==> config.mk <==
export PLATFORM = sky130hd
export DESIGN_NAME = triangle_face_normal_core
export DESIGN_NICKNAME = d
export VERILOG_FILES = /design/src/hdl/tfn_pkg.sv /design/src/hdl/tfn_mul.sv /design/src/hdl/tfn_isqrt.sv /design/src/hdl/tfn_div.sv /design/src/hdl/triangle_face_normal_core.sv
export VERILOG_INCLUDE_DIRS = /design/src /design/src/hdl
export SDC_FILE = /design/constraint.sdc
export NUM_CORES = 2
export LEC_CHECK = 0
export BUFFER_PORTS_ARGS = -buffer_cell sky130_fd_sc_hd__buf_2
export CAP_MARGIN = 20
export CELL_PAD_IN_SITES_DETAIL_PLACEMENT = 0
export CELL_PAD_IN_SITES_GLOBAL_PLACEMENT = 1
export CORE_ASPECT_RATIO = 0.75
export CORE_MARGIN = 8
export CORE_UTILIZATION = 45
export CTS_CLUSTER_SIZE = 25
export DETAILED_ROUTE_END_ITERATION = 10
export PLACE_DENSITY = 0.83
export SYNTH_ARGS = -nofsm -noshare
export SYNTH_HDL_FRONTEND = slang
export SYNTH_SLANG_ARGS = --single-unit
==> constraint.sdc <==
create_clock -name clock -period 11.5 [get_ports clock]
set_input_delay 2.3 -clock clock [delete_from_list [all_inputs] [get_ports clock]]
set_output_delay 2.3 -clock clock [all_outputs]
set_load 0.02 [all_outputs]
==> src/hdl/assert_macros.svh <==
// Assertion macros shared by the triangle face normal RTL.
// Every check is clocked on clock and is switched off while reset is high.
`ifndef ASSERT_MACROS_SVH
`define ASSERT_MACROS_SVH

// Plain property, which is checked at every rising clock edge.
`define TFN_ASSERT(lbl, prop, msg) \
   lbl: assert property (@(posedge clock) disable iff (reset) prop) else $error(msg);

// The consequent must hold in the cycle after the antecedent.
`define TFN_ASSERT_NEXT(lbl, ante, cons, msg) \
   lbl: assert property (@(posedge clock) disable iff (reset) (ante) |=> (cons)) else $error(msg);

`endif

==> src/hdl/tfn_pkg.sv <==
// Package for the triangle face normal core: widths, payload structs and sequencer states.
// It depends on nothing; every module of the block imports it.
package tfn_pkg;

   localparam int COORD_BITS = 16;
   localparam int EDGE_DROP  = (COORD_BITS > 20) ? (COORD_BITS - 20) : 0;
   localparam int EDGE_W     = COORD_BITS + 1 - EDGE_DROP;
   localparam int CROSS_W    = 2 * EDGE_W + 1;
   localparam int MAG_W      = (CROSS_W > 31) ? CROSS_W : 31;
   localparam int MUL_W      = 32;
   localparam int NORM_HI    = 30;
   localparam int NORM_LO    = 29;
   localparam int MAG_OP_W   = 30;
   localparam int SUM_W      = 62;
   localparam int ROOT_W     = 31;
   localparam int ROOT_STEPS = 31;
   localparam int ROOT_CNT_W = 5;
   localparam int NORM_FRAC  = 14;
   localparam int NUM_W      = MAG_OP_W + NORM_FRAC + 1;
   localparam int QUOT_W     = NORM_FRAC + 1;
   localparam int DIV_CNT_W  = 4;
   localparam int NORM_W     = 16;
   localparam int CORNERS    = 3;

   typedef struct packed {
      logic signed [COORD_BITS-1:0] pos_x;
      logic signed [COORD_BITS-1:0] pos_y;
      logic signed [COORD_BITS-1:0] pos_z;
   } vertex_type;

   typedef struct packed {
      logic signed [NORM_W-1:0] norm_x;
      logic signed [NORM_W-1:0] norm_y;
      logic signed [NORM_W-1:0] norm_z;
      logic                     degenerate;
      logic                     last_copy;
   } normal_type;

   typedef enum logic [3:0] {
      ST_IDLE,
      ST_CROSS,
      ST_ABS,
      ST_MAX,
      ST_NORM,
      ST_SQ,
      ST_ROOT_GO,
      ST_ROOT_WAIT,
      ST_DIV_GO,
      ST_DIV_WAIT,
      ST_EMIT
   } tfn_state_type;

endpackage

==> src/hdl/tfn_mul.sv <==
// Shared signed multiplier of the face normal core, with its product registered.
// Uses tfn_pkg for the operand width.
module tfn_mul import tfn_pkg::*; (
   input  logic                        clock,
   input  logic signed [MUL_W-1:0]     mul_a,
   input  logic signed [MUL_W-1:0]     mul_b,
   output logic signed [2*MUL_W-1:0]   mul_prod
);

   logic signed [2*MUL_W-1:0] prod_ff;
   logic signed [2*MUL_W-1:0] prod_in;

   assign prod_in  = mul_a * mul_b;
   assign mul_prod = prod_ff;

   always_ff @(posedge clock) begin
      prod_ff <= prod_in;
   end

endmodule

==> src/hdl/tfn_isqrt.sv <==
// Bit-pair integer square root for the face normal core, one step per cycle.
// Uses tfn_pkg for widths and the step count; done pulses for one cycle at the end.
module tfn_isqrt import tfn_pkg::*; (
   input  logic              clock,
   input  logic              reset,
   input  logic              root_start,
   input  logic [SUM_W-1:0]  radicand,
   output logic              root_done,
   output logic [ROOT_W-1:0] root
);

   logic                  busy_ff, busy_in;
   logic                  done_ff, done_in;
   logic [ROOT_CNT_W-1:0] count_ff, count_in;
   logic [SUM_W-1:0]      rest_ff, rest_in;
   logic [SUM_W-1:0]      res_ff, res_in;
   logic [SUM_W-1:0]      one_hot;
   logic [SUM_W-1:0]      trial;

   // The trial bit walks down by a factor of four each step.
   assign one_hot = SUM_W'(1) << {count_ff, 1'b0};
   assign trial   = res_ff + one_hot;

   always_comb begin
      busy_in  = busy_ff;
      done_in  = 1'b0;
      count_in = count_ff;
      rest_in  = rest_ff;
      res_in   = res_ff;
      if (root_start) begin
         busy_in  = 1'b1;
         count_in = ROOT_CNT_W'(ROOT_STEPS - 1);
         rest_in  = radicand;
         res_in   = '0;
      end else if (busy_ff) begin
         if (rest_ff >= trial) begin
            rest_in = rest_ff - trial;
            res_in  = (res_ff >> 1) + one_hot;
         end else begin
            res_in = res_ff >> 1;
         end
         count_in = count_ff - 1'b1;
         if (count_ff == '0) begin
            busy_in = 1'b0;
            done_in = 1'b1;
         end
      end
   end

   always_ff @(posedge clock) begin
      if (reset) begin
         busy_ff <= 1'b0;
         done_ff <= 1'b0;
      end else begin
         busy_ff <= busy_in;
         done_ff <= done_in;
      end
   end

   always_ff @(posedge clock) begin
      count_ff <= count_in;
      rest_ff  <= rest_in;
      res_ff   <= res_in;
   end

   assign root_done = done_ff;
   assign root      = res_ff[ROOT_W-1:0];

endmodule

==> src/hdl/tfn_div.sv <==
// Restoring divider for one normal component: (mag * 2^14 + root / 2) / root.
// Uses tfn_pkg; one quotient bit per cycle, done pulses for one cycle at the end.
module tfn_div import tfn_pkg::*; (
   input  logic                clock,
   input  logic                reset,
   input  logic                div_start,
   input  logic [MAG_OP_W-1:0] div_mag,
   input  logic [ROOT_W-1:0]   div_root,
   output logic                div_done,
   output logic [QUOT_W-1:0]   quot
);

   logic                 busy_ff, busy_in;
   logic                 done_ff, done_in;
   logic [DIV_CNT_W-1:0] count_ff, count_in;
   logic [NUM_W-1:0]     rem_ff, rem_in;
   logic [ROOT_W-1:0]    dvsr_ff, dvsr_in;
   logic [QUOT_W-1:0]    quot_ff, quot_in;
   logic [NUM_W-1:0]     numer;
   logic [NUM_W-1:0]     trial;
   logic                 take;

   // The rounded quotient never exceeds 2^14, so fifteen bits are enough.
   assign numer = {1'b0, div_mag, NORM_FRAC'(0)} + NUM_W'(div_root >> 1);
   assign trial = NUM_W'(dvsr_ff) << count_ff;
   assign take  = rem_ff >= trial;

   always_comb begin
      busy_in  = busy_ff;
      done_in  = 1'b0;
      count_in = count_ff;
      rem_in   = rem_ff;
      dvsr_in  = dvsr_ff;
      quot_in  = quot_ff;
      if (div_start) begin
         busy_in  = 1'b1;
         count_in = DIV_CNT_W'(QUOT_W - 1);
         rem_in   = numer;
         dvsr_in  = div_root;
         quot_in  = '0;
      end else if (busy_ff) begin
         if (take) begin
            rem_in = rem_ff - trial;
         end
         quot_in  = {quot_ff[QUOT_W-2:0], take};
         count_in = count_ff - 1'b1;
         if (count_ff == '0) begin
            busy_in = 1'b0;
            done_in = 1'b1;
         end
      end
   end

   always_ff @(posedge clock) begin
      if (reset) begin
         busy_ff <= 1'b0;
         done_ff <= 1'b0;
      end else begin
         busy_ff <= busy_in;
         done_ff <= done_in;
      end
   end

   always_ff @(posedge clock) begin
      count_ff <= count_in;
      rem_ff   <= rem_in;
      dvsr_ff  <= dvsr_in;
      quot_ff  <= quot_in;
   end

   assign div_done = done_ff;
   assign quot     = quot_ff;

endmodule

==> src/hdl/triangle_face_normal_core.sv <==
// Top level of the triangle face normal core: sequencer, vertex store and result register.
// Uses tfn_pkg, tfn_mul, tfn_isqrt, tfn_div and the macros of assert_macros.svh.
//
// Usage. Vertices arrive on the req_ channel (valid/ready), three to a triangle, as
// signed Q4.12 x, y, z. The first two vertices of a triangle are stored and give no
// result. The third starts the normal computation: six products on the shared
// multiplier, magnitude and maximum, a one-bit-a-cycle scaling shift, three squares,
// a 31-step square root and three 15-step divisions. A zero cross product skips the
// scaling shift, the squares, the root and the divisions. While the normal is being
// computed req_ready is low, so a triangle occupies the block for the computation
// plus its three result transfers.
// The rsp_ channel then shows the same unit normal (signed Q1.14) three times, the
// third marked last_copy; a zero cross product gives zeros with degenerate set.
// While the results wait for rsp_ready, the first two vertices of the next triangle
// may still be transferred; its third vertex waits until the last copy has gone.
// A synchronous reset empties the triangle in progress and drops any waiting result.
`include "assert_macros.svh"

module triangle_face_normal_core import tfn_pkg::*; (
   input  logic       clock,
   input  logic       reset,
   input  logic       req_valid,
   output logic       req_ready,
   input  vertex_type req_data,
   output logic       rsp_valid,
   input  logic       rsp_ready,
   output normal_type rsp_data
);

   tfn_state_type state_ff, state_in;
   logic [2:0]    step_ff, step_in;
   logic [1:0]    copy_ff, copy_in;
   logic [1:0]    corner_ff, corner_in;

   vertex_type    vert0_ff, vert1_ff, vert2_ff;
   logic signed [CROSS_W-1:0] acc_ff;
   logic signed [CROSS_W-1:0] cross_ff [CORNERS];
   logic [MAG_W-1:0]          mag_ff [CORNERS];
   logic                      neg_ff [CORNERS];
   logic [MAG_W-1:0]          max_ff;
   logic [SUM_W-1:0]          sum_ff;
   logic signed [NORM_W-1:0]  norm_ff [CORNERS];
   logic                      degen_ff;

   logic req_xfer, rsp_xfer;
   logic signed [EDGE_W-1:0]  e1x, e1y, e1z, e2x, e2y, e2z;
   logic signed [MUL_W-1:0]   mul_a, mul_b;
   logic signed [2*MUL_W-1:0] mul_prod;
   logic signed [CROSS_W-1:0] prod_lo;
   logic [1:0]                cross_idx;
   logic [1:0]                comp_idx;
   logic [MAG_W-1:0]          mag_next [CORNERS];
   logic [MAG_W-1:0]          max01, max_all;
   logic                      too_big, too_small;
   logic                      root_start, root_done;
   logic [ROOT_W-1:0]         root;
   logic                      div_start, div_done;
   logic [MAG_OP_W-1:0]       div_mag;
   logic [QUOT_W-1:0]         quot;
   logic [NORM_W-1:0]         quot_ext;
   logic                      third_xfer, last_xfer;
   logic                      norm_zero, norm_in_range;

   // Floor-shifted difference of two coordinates.
   function automatic logic signed [EDGE_W-1:0] edge_diff(
      input logic signed [COORD_BITS-1:0] a,
      input logic signed [COORD_BITS-1:0] b);
      logic [COORD_BITS:0] diff;
      diff = {a[COORD_BITS-1], a} - {b[COORD_BITS-1], b};
      return $signed(diff[COORD_BITS:EDGE_DROP]);
   endfunction

   // True when a Q1.14 component lies within plus or minus one.
   function automatic logic in_unit(input logic signed [NORM_W-1:0] v);
      return (v <= 16'sd16384) && (v >= -16'sd16384);
   endfunction

   assign req_xfer = req_valid & req_ready;
   assign rsp_xfer = rsp_valid & rsp_ready;

   assign e1x = edge_diff(vert1_ff.pos_x, vert0_ff.pos_x);
   assign e1y = edge_diff(vert1_ff.pos_y, vert0_ff.pos_y);
   assign e1z = edge_diff(vert1_ff.pos_z, vert0_ff.pos_z);
   assign e2x = edge_diff(vert2_ff.pos_x, vert0_ff.pos_x);
   assign e2y = edge_diff(vert2_ff.pos_y, vert0_ff.pos_y);
   assign e2z = edge_diff(vert2_ff.pos_z, vert0_ff.pos_z);

   assign prod_lo   = $signed(mul_prod[CROSS_W-1:0]);
   assign cross_idx = step_ff[2:1] - 2'd1;
   assign comp_idx  = step_ff[1:0];

   always_comb begin
      for (int i = 0; i < CORNERS; i++) begin
         mag_next[i] = cross_ff[i][CROSS_W-1] ? MAG_W'(-MAG_W'(cross_ff[i]))
                                              : MAG_W'(cross_ff[i]);
      end
   end

   assign max01     = (mag_ff[0] > mag_ff[1]) ? mag_ff[0] : mag_ff[1];
   assign max_all   = (max01 > mag_ff[2]) ? max01 : mag_ff[2];
   assign too_big   = |max_ff[MAG_W-1:NORM_HI];
   assign too_small = ~|max_ff[MAG_W-1:NORM_LO];
   assign quot_ext  = NORM_W'(quot);

   // Next state of the sequencer.
   always_comb begin
      state_in  = state_ff;
      step_in   = step_ff;
      copy_in   = copy_ff;
      corner_in = corner_ff;
      if (req_xfer) begin
         case (corner_ff)
            2'd0:    corner_in = 2'd1;
            2'd1:    corner_in = 2'd2;
            2'd2:    corner_in = 2'd0;
            default: corner_in = 2'd1;
         endcase
      end
      case (state_ff)
         ST_IDLE: begin
            if (req_xfer && corner_ff == 2'd2) begin
               state_in = ST_CROSS;
               step_in  = '0;
            end
         end
         ST_CROSS: begin
            if (step_ff == 3'd6) begin
               state_in = ST_ABS;
               step_in  = '0;
            end else begin
               step_in = step_ff + 3'd1;
            end
         end
         ST_ABS:  state_in = ST_MAX;
         ST_MAX:  state_in = ST_NORM;
         ST_NORM: begin
            if (max_ff == '0) begin
               state_in = ST_EMIT;
               copy_in  = '0;
            end else if (!too_big && !too_small) begin
               state_in = ST_SQ;
               step_in  = '0;
            end
         end
         ST_SQ: begin
            if (step_ff == 3'd3) begin
               state_in = ST_ROOT_GO;
            end else begin
               step_in = step_ff + 3'd1;
            end
         end
         ST_ROOT_GO: state_in = ST_ROOT_WAIT;
         ST_ROOT_WAIT: begin
            if (root_done) begin
               state_in = ST_DIV_GO;
               step_in  = '0;
            end
         end
         ST_DIV_GO: state_in = ST_DIV_WAIT;
         ST_DIV_WAIT: begin
            if (div_done) begin
               if (step_ff == 3'd2) begin
                  state_in = ST_EMIT;
                  copy_in  = '0;
               end else begin
                  state_in = ST_DIV_GO;
                  step_in  = step_ff + 3'd1;
               end
            end
         end
         ST_EMIT: begin
            if (rsp_xfer) begin
               if (copy_ff == 2'd2) begin
                  state_in = ST_IDLE;
               end
               copy_in = copy_ff + 2'd1;
            end
         end
         default: state_in = ST_IDLE;
      endcase
   end

   // Sequencer outputs: handshakes, multiplier operands and unit starts.
   always_comb begin
      req_ready  = 1'b0;
      rsp_valid  = 1'b0;
      mul_a      = '0;
      mul_b      = '0;
      root_start = 1'b0;
      div_start  = 1'b0;
      div_mag    = '0;
      case (state_ff)
         ST_IDLE: req_ready = 1'b1;
         ST_CROSS: begin
            case (step_ff)
               3'd0: begin mul_a = MUL_W'(e1y); mul_b = MUL_W'(e2z); end
               3'd1: begin mul_a = MUL_W'(e1z); mul_b = MUL_W'(e2y); end
               3'd2: begin mul_a = MUL_W'(e1z); mul_b = MUL_W'(e2x); end
               3'd3: begin mul_a = MUL_W'(e1x); mul_b = MUL_W'(e2z); end
               3'd4: begin mul_a = MUL_W'(e1x); mul_b = MUL_W'(e2y); end
               3'd5: begin mul_a = MUL_W'(e1y); mul_b = MUL_W'(e2x); end
               default: begin mul_a = '0; mul_b = '0; end
            endcase
         end
         ST_SQ: begin
            if (step_ff < 3'd3) begin
               mul_a = $signed(MUL_W'(mag_ff[comp_idx][MAG_OP_W-1:0]));
               mul_b = $signed(MUL_W'(mag_ff[comp_idx][MAG_OP_W-1:0]));
            end
         end
         ST_ROOT_GO: root_start = 1'b1;
         ST_DIV_GO: begin
            div_start = 1'b1;
            if (step_ff < 3'd3) begin
               div_mag = mag_ff[comp_idx][MAG_OP_W-1:0];
            end
         end
         ST_EMIT: begin
            rsp_valid = 1'b1;
            req_ready = (corner_ff != 2'd2);
         end
         default: req_ready = 1'b0;
      endcase
   end

   always_ff @(posedge clock) begin
      if (reset) begin
         state_ff  <= ST_IDLE;
         step_ff   <= '0;
         copy_ff   <= '0;
         corner_ff <= '0;
      end else begin
         state_ff  <= state_in;
         step_ff   <= step_in;
         copy_ff   <= copy_in;
         corner_ff <= corner_in;
      end
   end

   always_ff @(posedge clock) begin
      if (req_xfer) begin
         case (corner_ff)
            2'd0:    vert0_ff <= req_data;
            2'd1:    vert1_ff <= req_data;
            2'd2: begin
               vert2_ff <= req_data;
               degen_ff <= 1'b0;
            end
            default: vert0_ff <= req_data;
         endcase
      end
      case (state_ff)
         ST_CROSS: begin
            // Odd steps bring the first product of a pair, even steps from two on the second.
            if (step_ff[0]) begin
               acc_ff <= prod_lo;
            end else if (step_ff != 3'd0) begin
               cross_ff[cross_idx] <= acc_ff - prod_lo;
            end
         end
         ST_ABS: begin
            for (int i = 0; i < CORNERS; i++) begin
               mag_ff[i] <= mag_next[i];
               neg_ff[i] <= cross_ff[i][CROSS_W-1];
            end
         end
         ST_MAX: max_ff <= max_all;
         ST_NORM: begin
            if (max_ff == '0) begin
               degen_ff <= 1'b1;
               for (int i = 0; i < CORNERS; i++) begin
                  norm_ff[i] <= '0;
               end
            end else if (too_big) begin
               max_ff <= max_ff >> 1;
               for (int i = 0; i < CORNERS; i++) begin
                  mag_ff[i] <= mag_ff[i] >> 1;
               end
            end else if (too_small) begin
               max_ff <= max_ff << 1;
               for (int i = 0; i < CORNERS; i++) begin
                  mag_ff[i] <= mag_ff[i] << 1;
               end
            end
         end
         ST_SQ: begin
            if (step_ff == 3'd1) begin
               sum_ff <= mul_prod[SUM_W-1:0];
            end else if (step_ff != 3'd0) begin
               sum_ff <= sum_ff + mul_prod[SUM_W-1:0];
            end
         end
         ST_DIV_WAIT: begin
            if (div_done && step_ff < 3'd3) begin
               norm_ff[comp_idx] <= neg_ff[comp_idx] ? $signed(-quot_ext)
                                                     : $signed(quot_ext);
            end
         end
         default: ;
      endcase
   end

   tfn_mul u_mul (
      .clock    (clock),
      .mul_a    (mul_a),
      .mul_b    (mul_b),
      .mul_prod (mul_prod)
   );

   tfn_isqrt u_isqrt (
      .clock      (clock),
      .reset      (reset),
      .root_start (root_start),
      .radicand   (sum_ff),
      .root_done  (root_done),
      .root       (root)
   );

   tfn_div u_div (
      .clock     (clock),
      .reset     (reset),
      .div_start (div_start),
      .div_mag   (div_mag),
      .div_root  (root),
      .div_done  (div_done),
      .quot      (quot)
   );

   assign rsp_data.norm_x     = norm_ff[0];
   assign rsp_data.norm_y     = norm_ff[1];
   assign rsp_data.norm_z     = norm_ff[2];
   assign rsp_data.degenerate = degen_ff;
   assign rsp_data.last_copy  = (copy_ff == 2'd2);

   assign third_xfer    = req_xfer && (corner_ff == 2'd2);
   assign last_xfer     = rsp_xfer && rsp_data.last_copy;
   assign norm_zero     = (norm_ff[0] == '0) && (norm_ff[1] == '0) && (norm_ff[2] == '0);
   assign norm_in_range = in_unit(norm_ff[0]) && in_unit(norm_ff[1]) && in_unit(norm_ff[2]);

   `TFN_ASSERT_NEXT(a_third_vertex_stalls, third_xfer, !req_ready, "third vertex did not stall")
   `TFN_ASSERT_NEXT(a_last_copy_ends, last_xfer, !rsp_valid, "result shown after last copy")
   `TFN_ASSERT(a_degen_zero, rsp_valid && degen_ff |-> norm_zero, "degenerate normal not zero")
   `TFN_ASSERT(a_unit_range, rsp_valid |-> norm_in_range, "normal component out of range")

endmodule

==> flow_metrics.tcl <==
set metrics [dict create \
    outcome "complete, no violations" \
    cp_num_cells 42 \
    drc 0 \
    nets 12300 \
    grt_start_max_net_pins 97 \
    mostFrequentLayoutCells "1,289 x inv_1, 1,168 x nor2_1, 1,108 x nand2_1" \
    avgRoutedWirePerCell_um 24.7 \
    intPower_mw 8.63 \
    hold_viol_final 0 \
    clk_transition_reported_paths_ps 60 \
    worst_path_max_delay_cell "fa_1" \
    setup_slack_ps 397 \
    critical-path-max-stage-delay_ps 560 \
    synthesis.area_um2 94200 \
    p_per_area_nw_per_um2 152 \
    synth_edf_count 675 \
    relSlewSlack 0.191 \
    overflow 0 \
    crit_fanout 17 \
    synth.avg_cell_area_um2 9.01 \
    wl_mm 334 \
    area_growth_pct 9.88 \
    switching_power_mw 7.13 \
    grt_use_total 0.291 \
    r2r_end "u_mul.mul_prod[58]" \
    dpl_cell_area_um2 99900 \
    reg2reg_setup_slack_ps 400 \
    avgViaCountPerCell 5.84 \
    drive_gt1_frac 0.0816 \
    maxCapViolCount 0 \
    ys_seq_area_frac 0.251 \
    synth.top_cells.by_area "fa_1 22%, edfxtp_1 22%, ha_1 8.6%" \
    p_clk_frac 0.212 \
    end_kind "flop" \
    cp-endpoint "u_mul.mul_prod[58]" \
    drt_first_pass_iters 7 \
    grt_pass1_wl_mm 494 \
    cp.arrival_ps 11720 \
    core_area_um2 208000 \
    synth_top_area_cell "fa_1" \
    grt_pass1_vias 76800 \
    chipWidth_um 544 \
    netlist_instances 10500 \
    tns_ps 0 \
    final_antenna_net_count 0 \
    path_class "flop to flop" \
    yosys.area.top_type_share 0.224 \
    cts_tree "yes" \
    power.share.combinational 0.525 \
    worst-path-buf-inv 9 \
    dp_cells 13300 \
    hp-class "flop to flop" \
    numCtsBuffers 100 \
    cts_root_buf "clkbuf_16" \
    start_util 0.452 \
    die_y_um 412 \
    cp_top_family "adder cells" \
    setup_viol 0 \
    design.die.area_um2 224000 \
    r2r-start "vert0_ff[32]" \
    cts_max_level 3 \
    drtIter0Drc 8992 \
    yosysWarnings 0 \
    clk_latency_ps 750 \
    power_frac_seq 0.263 \
    slew_violations 0 \
    worst_slew_pin_slew_ps 1200 \
    gp_congestion 1.02 \
    synth_nets 12200 \
    cp-startpoint "vert0_ff[32]" \
    fin_crit_sh 0.965 \
    startpoint_type "flop" \
    mostFrequentLayoutCell "inv_1" \
    cp_data_required_time_ps 12120 \
    dp_slack_ps 16.5 \
    io_pins 104 \
    whs_ps 478 \
    fmax_mhz 90.1 \
    fin_area_um2 103000 \
    numPortBuffers 103 \
    leakagePower_nw 45.0 \
    dr_total_vias 78700 \
    final.min_clock_period_ps 11100 \
    synth_ff_type "edfxtp_1" \
    clk_path_buf_depth 3 \
    ys_types 98 \
    path_common_cell "fa_1" \
    r2r_cells 42 \
    row_count 145 \
    dp_hpwl_mm 270 \
    p_sw_frac 0.452 \
    cts.sinks 841 \
    synthArstFlopShare 0 \
    hold_buffers 0 \
    ys_ff_latch 841 \
    peakVddDrop_v 0.000113 \
    antenna_found_initial 37 \
    skew_ps 76.3 \
    final_cells 13500 \
]
power groups by stage:
stage	combinational, mW	clock, mW	sequential, mW
detailed placement	8.05	0	4.20
finish	8.27	3.34	4.14
global placement	7.95	0	4.19
CTS	8.10	3.39	4.13
floorplan	5.12	0	4.02
global route	8.93	3.51	4.17
registers in the layout, summed over array words and instances, names as in the netlist, 45 cells and up, named ones only:
register	flops
norm_ff	48
cross_ff	105
vert0_ff	48
u_isqrt.rest_ff	62
u_div.rem_ff	45
u_isqrt.res_ff	62
sum_ff	62
vert1_ff	48
vert2_ff	48
mag_ff	105
u_mul.mul_prod	62
cells in the mapped netlist, types with 27 or more instances:
library cell,instances
dfxtp_1,166
a22oi_1,27
a21o_1,218
nand4_1,74
a21oi_1,706
clkbuf_1,404
inv_1,1292
and3_1,55
o21a_1,99
a211oi_1,88
o31ai_1,78
ha_1,647
o211ai_1,33
fa_1,1054
buf_2,29
edfxtp_1,675
o22ai_1,33
o21ai_0,520
nor2_1,1188
or2_2,34
xor2_1,261
nor2b_1,87
nand3_1,151
nand2_1,1113
mux2_2,51
a31oi_1,155
or3_1,40
and2_1,34
nor3_1,128
o21bai_1,67
nor4_1,35
mux2i_1,92
buf_1,34
nand2b_1,96
xnor2_1,290
stage by stage:
stage                     power (mW)  utilization
final                           15.8        0.497
after global routing            16.6        0.497
after CTS                       15.6        0.496
after detailed placement        12.2        0.480
after global placement          12.1        0.480
after floorplan                 9.15            -
cells by family (layout without fill, tap and decap cells):
group	Yosys count	count (layout)	synth area share
compound gates	2291	2291	0.151
flops	841	841	0.251
buf+inv	1767	1985	0.0710
mux	161	161	0.0202
simple gates	3138	3138	0.146
other cells	0	24	0
fa+ha+maj	1701	1701	0.310
xor+xnor	551	551	0.0513
worst register-to-register path, delay by kind of cell, from the launching register on:
kind / cells / cell delay [ps]
AO/OA/AOI/OAI: 15 / 3090
XOR/XNOR: 1 / 150
adder cells (fa/ha/maj): 11 / 4970
buffers and inverters: 9 / 1240
flip-flops: 1 / 410
AND/OR/NAND/NOR: 6 / 1150
layer usage:
layer  wire length (µm)  global-route usage  vias up  part of all wire
met5                 40                   0        -           0.00012
met3              33400              0.0685      502              0.10
met1             149000               0.424    39100              0.45
li1                   -                   -    35600                 -
met4              14100               0.104        6             0.042
met2             137000               0.420     3514              0.41
area by class of cell:
cell class	count	area [µm²]
diodes	24	60.1
well taps	2793	3490
clock inverters	64	777
repair buffers	504	3840
clock buffers	121	2620
flip-flops and latches	841	23600
multi-input cells	7842	64200
inverters	1296	4870
fillers	19600	105000
timing repair:
action	4_1_cts	5_1_grt
setup buffers	0	0
pin swaps	0	0
setup endpoints to repair	1	6
resized for setup	1	14
hold endpoints to repair	0	0
how the worst min path moves through the flow:
stage	start	to	depth (start not counted)
CTS	copy_ff[1]	copy_ff[1]	2
detailed placement	copy_ff[1]	copy_ff[1]	2
finish	copy_ff[1]	copy_ff[1]	2
global placement	copy_ff[1]	copy_ff[1]	2
floorplan	degen_ff	degen_ff	2
global route	copy_ff[1]	copy_ff[1]	2
No activity file was read; power rests on OpenSTA's default activity.
